### config.mk
export PLATFORM = sky130hd
export DESIGN_NAME = pps_ctrl
export DESIGN_NICKNAME = d
export VERILOG_FILES = /design/src/design/pps_pkg.sv /design/src/design/pps_ctrl.sv
export SDC_FILE = /design/constraint.sdc
export NUM_CORES = 1
export LEC_CHECK = 0
export ABC_AREA = 1
export BUFFER_PORTS_ARGS = -buffer_cell sky130_fd_sc_hd__buf_2
export CORE_MARGIN = 3
export CORE_UTILIZATION = 35
export DETAILED_ROUTE_END_ITERATION = 8
export GPL_TIMING_DRIVEN = 0
export PLACE_DENSITY = 0.51
export SYNTH_ARGS = -nofsm -noshare
export SYNTH_HDL_FRONTEND = slang
export SYNTH_SLANG_ARGS = --single-unit
### constraint.sdc
create_clock -name i_clk -period 1.9 [get_ports i_clk]
set_input_delay 0.095 -clock i_clk [delete_from_list [all_inputs] [get_ports i_clk]]
set_output_delay 0.095 -clock i_clk [all_outputs]
set_load 0.005 [all_outputs]
### src/design/pps_pkg.sv
// ----------------------------------------------------------------------------
// pps_pkg - shared definitions for the parity partition sorter
// Widths, default capacity and the control/status bundles passed between
// the controller and the datapath.
// ----------------------------------------------------------------------------
package pps_pkg;

    // default number of values held per set
    localparam int CAPACITY_DEF = 64;

    // width of one data value
    localparam int VALUE_W = 32;

    // order_mode codes
    localparam logic MODE_ODD_FIRST  = 1'b0;
    localparam logic MODE_EVEN_FIRST = 1'b1;

    // controller -> datapath
    typedef struct packed {
        logic insert;    // an input item was taken this cycle
        logic rotate;    // step the sorted chain one place towards the head
        logic load_out;  // copy the head cell into the output register
        logic last_out;  // the loaded item closes the burst
        logic clear;     // set finished: reset fill count and overflow flag
    } t_pps_cmd;

    // datapath -> controller
    typedef struct packed {
        logic head_odd;    // parity of the value at the head of the chain
        logic order_mode;  // current output order
        logic out_busy;    // output register full and not taken this cycle
    } t_pps_status;

endpackage

### src/design/pps_ctrl.sv
// ----------------------------------------------------------------------------
// pps_ctrl - sequencer of the parity partition sorter
// Collects items, then walks the chain twice: first pass emits the leading
// parity group, second pass the other one.
// ----------------------------------------------------------------------------
module pps_ctrl import pps_pkg::*; #(
    parameter int CAPACITY = CAPACITY_DEF,
    parameter int CNT_W    = $clog2(CAPACITY + 1),
    parameter int POS_W    = $clog2(CAPACITY)
) (
    input  logic             i_clk,
    input  logic             i_rst_n,
    input  logic             i_in_valid,
    input  logic             i_in_last,
    output logic             o_in_ready,
    input  t_pps_status      i_status,
    input  logic [CNT_W-1:0] i_count,
    output t_pps_cmd         o_cmd
);

    localparam logic ST_COLLECT = 1'b0;
    localparam logic ST_EMIT    = 1'b1;

    logic             r_state, n_state;
    logic             r_pass,  n_pass;
    logic [POS_W-1:0] r_pos,   n_pos;
    logic [CNT_W-1:0] r_sent,  n_sent;

    logic             want_odd;
    logic             take;

    // odd-first: pass 0 wants odd; even-first: pass 0 wants even
    assign want_odd = ~(i_status.order_mode ^ r_pass);
    assign take     = (CNT_W'(r_pos) < i_count) &&
                      (i_status.head_odd == want_odd);

    always_comb begin
        n_state = r_state;
        n_pass  = r_pass;
        n_pos   = r_pos;
        n_sent  = r_sent;
        o_cmd   = '0;
        o_in_ready = 1'b0;
        case (r_state)
            ST_COLLECT: begin
                o_in_ready   = 1'b1;
                o_cmd.insert = i_in_valid;
                if (i_in_valid && i_in_last) begin
                    n_state = ST_EMIT;
                    n_pass  = 1'b0;
                    n_pos   = '0;
                    n_sent  = '0;
                end
            end
            ST_EMIT: begin
                // one chain step per cycle while the output register can take it
                if (!i_status.out_busy) begin
                    o_cmd.rotate   = 1'b1;
                    o_cmd.load_out = take;
                    o_cmd.last_out = ((r_sent + CNT_W'(1)) == i_count);
                    if (take) begin
                        n_sent = r_sent + CNT_W'(1);
                    end
                    n_pos = r_pos + POS_W'(1);
                    if (r_pos == POS_W'(CAPACITY - 1)) begin
                        n_pos = '0;
                        if (r_pass) begin
                            n_state     = ST_COLLECT;
                            o_cmd.clear = 1'b1;
                        end else begin
                            n_pass = 1'b1;
                        end
                    end
                end
            end
            default: begin
                n_state = ST_COLLECT;
            end
        endcase
    end

    always_ff @(posedge i_clk) begin
        if (!i_rst_n) begin
            r_state <= ST_COLLECT;
            r_pass  <= 1'b0;
            r_pos   <= '0;
            r_sent  <= '0;
        end else begin
            r_state <= n_state;
            r_pass  <= n_pass;
            r_pos   <= n_pos;
            r_sent  <= n_sent;
        end
    end

endmodule

==> flow_summary.toml, run 1 <==
[sta]
worst_pin_slew_ps = 416
setup_viol = 0
rsz0062_at_grt = "false"
finalSetupTns_ps = 0
hold_viol = 0
period_needed_ps = 1770
fmax_mhz = 565
relSlewSlack_pct = 72.0
slew_violations = 0
fin_crit_sh_pct = 93.1
final.setup.worst_slack_ps = 131
fin_worst_skew_ps = 1.62

[critical_path]
crit_path_top_delay_cell = "dfxtp_4"
worstSetupPathType = "reg2out"
slowest_delay_ps = 380
cp_max_fo = 4
worstPathRequired_ps = 1800
cp_cell_sequence = "ha_4, nand2_2, inv_4, nor2_4, buf_4, nand2_1, nand3_1, nor2_1, nand3_1, nor2_1, buf_2"
cp.arrival_ps = 1670
end_kind = "output port"
cp-start-kind = "flop"

[status]
outcome = "finished clean"

[drt]
vias = 1158
drt-pass1-iter-count = 4
ant_nets = 0
drtIter0Drc = 56
wl_um = 2770
wire_per_inst_um = 11.0
viasPerCell = 4.61
remaining_drc_errors = 0

[floorplanning]
die_x_um = 62.8
die-area_um2 = 3950
pin_count = 20
num_rows = 19
core_um2 = 2920
die_h_um = 62.8
initial_utilization_pct = 38.6

[power]
power.leakage_nw = 0.716
vdd_drop_max_mv = 0.278
pwr_density_cell_nw_per_um2 = 510

[clock_tree]
cts_tree = "built"
numCtsBuffers = 3
cts_sinks = 15
clk_latency_ps = 290
clk_pin_slew_worst_paths_ps = 100
hold_buffers = 0
clock-root-buffer = "clkbuf_4"
htree_num_levels = 1
cts_buffer_depth = 2

[global_routing]
gr-total-overflow = 0
grt_usage_pct = 15.1
grt_pass1_wl_um = 4860
antenna_found_initial = 0
grt_pass1_vias = 1084
grt_max_degree = 11

[layout]
final_nets = 231
multi_input_area_um2 = 724
seqCellArea_um2 = 312
area_growth_pct = 22.6
diodes = 0
final.fill_count = 335
drive_gt1_share_pct = 23.9
fin_area_um2 = 1390

[placement]
dp_slack_ps = 283
dpl-instance-area_um2 = 1270
dp.final_hpwl_um = 2200
place.gp.congestion = 0.846
io_buffers = 18

[yosys]
ys_top_cells_by_area = "dfxtp_1 (27%), nand2_1 (15%), inv_1 (10%), nor2_1 (9.0%), ha_1 (7.8%)"
syn_area_um2 = 1130
synth_warnings = 0
synth_top_area_cell = "dfxtp_1"
yosysUniqueCellTypes = 21
yosysSeqAreaShare_pct = 26.6
synth_nets = 204
synth_area_per_cell_um2 = 6.17
synthCells = 183
ys_ff_latch = 15
yosys.area.top_type_share_pct = 26.6

[job]
drv_cap = 0

[hold_path]
worstHoldPathType = "in2reg"
worst paths after layout:
check,from,slack (ps),endpoint,depth (start not counted)
max reg2reg,r_pos[5],410,r_sent[1],9
max,r_sent[0],130,o_cmd[1],11
min,i_rst_n,40,r_sent[1],3
min reg2reg,r_pos[0],500,r_pos[0],2
cell families (layout without fill, tap and decap cells):
group / Yosys count / after routing / share of synthesized area, %
AND/OR/NAND/NOR: 101 / 101 / 37.7
buffers and inverters: 35 / 61 / 13.3
AO/OA/AOI/OAI: 19 / 19 / 8.86
flip-flops: 15 / 15 / 26.6
adder cells (fa/ha/maj): 7 / 7 / 7.75
XOR/XNOR: 6 / 6 / 5.87
placed cells by master, fill, tap and decap left out, types with 5 or more instances in the layout:
master    n
nand2_1  43
inv_1    30
nor2_1   25
buf_2    18
nand3_1  17
a21oi_1  13
dfxtp_1   8
buf_4     6
ha_1      6
dfxtp_2   6
nand2_2   5
cell usage after synthesis:
cell type  instances
o21ai_0            4
xnor3_1            1
nand2_1           46
xnor2_1            2
nand4_1            3
nor2_2             2
buf_4              1
nand3_1           17
nor2_1            27
dfxtp_1           15
nor4_1             1
ha_1               7
a21oi_1           13
nor3_1             2
inv_1             31
buf_6              2
xor2_1             3
a21boi_0           1
a211oi_1           1
inv_2              1
nand2_2            3
registers in the layout, summed over array words and instances, names as in the netlist:
| name | count |
|---|---|
| r_sent | 7 |
| r_pos | 6 |
| r_pass | 1 |
| r_state | 1 |
layout make-up:
cell class | count | area share, %
multi-input cells | 133 | 52.3
flip-flops and latches | 15 | 22.5
repair buffers | 23 | 9.21
inverters | 32 | 8.85
well taps | 42 | 3.79
clock buffers | 3 | 1.63
plain buffers | 2 | 1.36
clock inverters | 1 | 0.361
routing by layer:
layer	GRT usage (%)	part of all wire, %
met5	0	0
met4	5.79	0.98
met3	2.52	5.2
met2	22.5	41
met1	21.5	52
stage by stage:
stage	cells	total power [mW]	hold WS (ps)	util, %
4_1_cts	247	0.706	42.1	44.7
5_1_grt	251	0.760	45.1	47.4
3_3_place_gp	243	0.506	360	43.5
3_5_place_dp	243	0.508	362	43.5
6_report	251	0.706	44.2	47.4
2_1_floorplan	183	0.462	220	-
where the power goes:
part	switching, mW	internal (mW)	leakage, nW
clock network	0.115	0.0782	0.0177
registers	0.0154	0.330	0.126
logic	0.0960	0.0715	0.573
critical path: cells and delay by family, from the launching register on:
| kind | cells | cell delay (ps) |
|---|---|---|
| buffers and inverters | 3 | 320 |
| flip-flops | 1 | 380 |
| adder cells (fa/ha/maj) | 1 | 140 |
| AND/OR/NAND/NOR | 7 | 520 |
timing repair:
item                       in CTS  in global routing
gates resized for setup         3                 20
hold endpoints to repair        0                  0
setup endpoints to repair       2                  2
buffers inserted                0                  5
pin swaps                       0                  5
(Power assumes the default switching activity.)
==> run 2, diff against run 1 <==
--- a/config.mk
+++ b/config.mk
@@ -12,6 +12,7 @@
 export DETAILED_ROUTE_END_ITERATION = 8
 export GPL_TIMING_DRIVEN = 0
 export PLACE_DENSITY = 0.51
+export RECOVER_POWER = 50
 export SYNTH_ARGS = -nofsm -noshare
 export SYNTH_HDL_FRONTEND = slang
 export SYNTH_SLANG_ARGS = --single-unit
==> run 2 against run 1 <==
- sequential power is essentially flat
- via count up 1.5%
- count of clock-buffer cells in the layout unchanged
- combinational power barely moved
- register-to-register slack about the same
- wire length hardly changed
- critical path depth unchanged
- clock skew is 0.52 ps higher
- utilization fell by 0.086 points
- largest power group unchanged
==> flow_summary.toml, run 2 (synthesis results as in run 1) <==
[clock_tree]
cts_sinks = 15
htree_num_levels = 1
numCtsBuffers = 3
hold_buffers = 0
clk_pin_slew_worst_paths_ps = 100
clock-root-buffer = "clkbuf_4"
clk_latency_ps = 290
cts_tree = "built"
cts_buffer_depth = 2

[floorplanning]
num_rows = 19
die_x_um = 62.8
pin_count = 20
initial_utilization_pct = 38.6
die-area_um2 = 3950
die_h_um = 62.8
core_um2 = 2920

[sta]
fin_hold_ws_ps = 44.1
fin_worst_skew_ps = 2.14
rsz0062_at_grt = "false"
finalSetupTns_ps = 0
slew_violations = 0
setup_viol = 0
hold_viol = 0
fmax_mhz = 566
period_needed_ps = 1770
relSlewSlack_pct = 72.4
fin_crit_sh_pct = 93.0
worst_pin_slew_ps = 411

[critical_path]
cp.depth = 11
end_kind = "output port"
crit_path_top_delay_cell = "dfxtp_4"
slowest_delay_ps = 380
cp.arrival_ps = 1670
cp-start-kind = "flop"
cpLargestDelayFamily = "simple AND/OR/NAND/NOR gates"
worstPathRequired_ps = 1800
cp_cell_sequence = "ha_4, nand2_2, inv_4, nor2_4, buf_4, nand2_1, nand3_1, nor2_1, nand3_1, nor2_1, buf_2"
path_buf_inv = 3
cp_max_fo = 4
ff2ff_path_depth = 9
worstSetupPathType = "reg2out"

[job]
drv_cap = 0

[layout]
top_register = "r_sent"
top_regs = "r_sent: 7 flops, r_pos: 6 flops"
largest_reg_flops = 7
final.fill_count = 336
final_common_cell = "nand2_1"
area_growth_pct = 22.4
diodes = 0
final_cell_mix = "nand2_1 (44), inv_1 (30), nor2_1 (25), buf_2 (18), nand3_1 (17)"
final_nets = 231
drive_gt1_share_pct = 23.4

[placement]
dp.final_hpwl_um = 2200
io_buffers = 18
place.gp.congestion = 0.846

[global_routing]
grt-busiest-layer = "met2"
grt_max_degree = 11
grt_pass1_vias = 1084
antenna_found_initial = 0
gr-total-overflow = 0
grt_util_met2_pct = 22.5
met1_usage_pct = 21.5
grt_usage_pct = 15.1
grt_pass1_wl_um = 4860
use_met3_pct = 2.52

[power]
vdd_drop_max_mv = 0.278
power.leakage_nw = 0.716
pwr_density_cell_nw_per_um2 = 511

[drt]
vias = 1175
viasPerCell = 4.68
remaining_drc_errors = 0
drtIter0Drc = 57
wire_per_inst_um = 11.0
wl_um = 2770
ant_nets = 0
drt-pass1-iter-count = 4

[hold_path]
hold_path_depth = 3
worstHoldPathType = "in2reg"

[status]
outcome = "finished clean"
[run 2: changes by cell type in the layout (fill, tap and decap cells not counted)]
cell,previous run,this run
nand2_1,43,44
nand2_2,5,4
[run 2: through the flow]
| stage | instance area [um^2] | setup WS, ps | instances | power (mW) | util, % |
|---|---|---|---|---|---|
| after floorplan | 1130 | 513 | 183 | 0.462 | - |
| after global placement | 1270 | 316 | 243 | 0.506 | 43.5 |
| after detailed placement | 1270 | 283 | 243 | 0.508 | 43.5 |
| after CTS | 1310 | 4.04 | 247 | 0.706 | 44.7 |
| after global routing | 1380 | 0.354 | 251 | 0.760 | 47.3 |
| final | 1380 | 134 | 251 | 0.706 | 47.3 |
[run 2: power breakdown]
| part | leakage (nW) | internal, mW | switching, mW |
|---|---|---|---|
| sequential | 0.126 | 0.330 | 0.0154 |
| clock | 0.0177 | 0.0782 | 0.115 |
| combinational | 0.572 | 0.0713 | 0.0957 |
| total | 0.716 | 0.479 | 0.227 |
[run 2: layout make-up]
type                            count  area (um^2)  share of cell area, %
Sequential cell                    15          312                   22.5
Clock buffer                        3         22.5                   1.63
Buffer                              2         18.8                   1.36
Timing Repair Buffer               23          128                   9.23
Tap cell                           42         52.6                   3.80
Inverter                           32          123                   8.87
Clock inverter                      1         5.00                  0.362
Multi-Input combinational cell    133          722                   52.2
[run 2: tightest hold or removal path, stage by stage]
cell and delay [ps]:
buf_6 120, nand2_1 60, nor2_1 30
[run 2: metal layers]
layer,wire length (um),part of all wire [%],up-vias
met5,0,0,-
met1,1440,52,507
met4,27,0.98,0
li1,-,-,630
met2,1150,42,34
met3,150,5.4,4
[run 2: worst paths after layout]
path	start	endpoint	slack (ps)
setup / recovery	r_sent[0]	o_cmd[1]	130
hold / removal	i_rst_n	r_sent[1]	40
setup reg to reg	r_pos[5]	r_sent[1]	400
hold reg to reg	r_pos[0]	r_pos[0]	500
[run 2: timing repair]
| item | 4_1_cts | 5_1_grt |
|---|---|---|
| setup buffers | 0 | 5 |
| pin swaps | 0 | 5 |
| resized for setup | 3 | 20 |
| endpoints found under the setup margin | 2 | 2 |
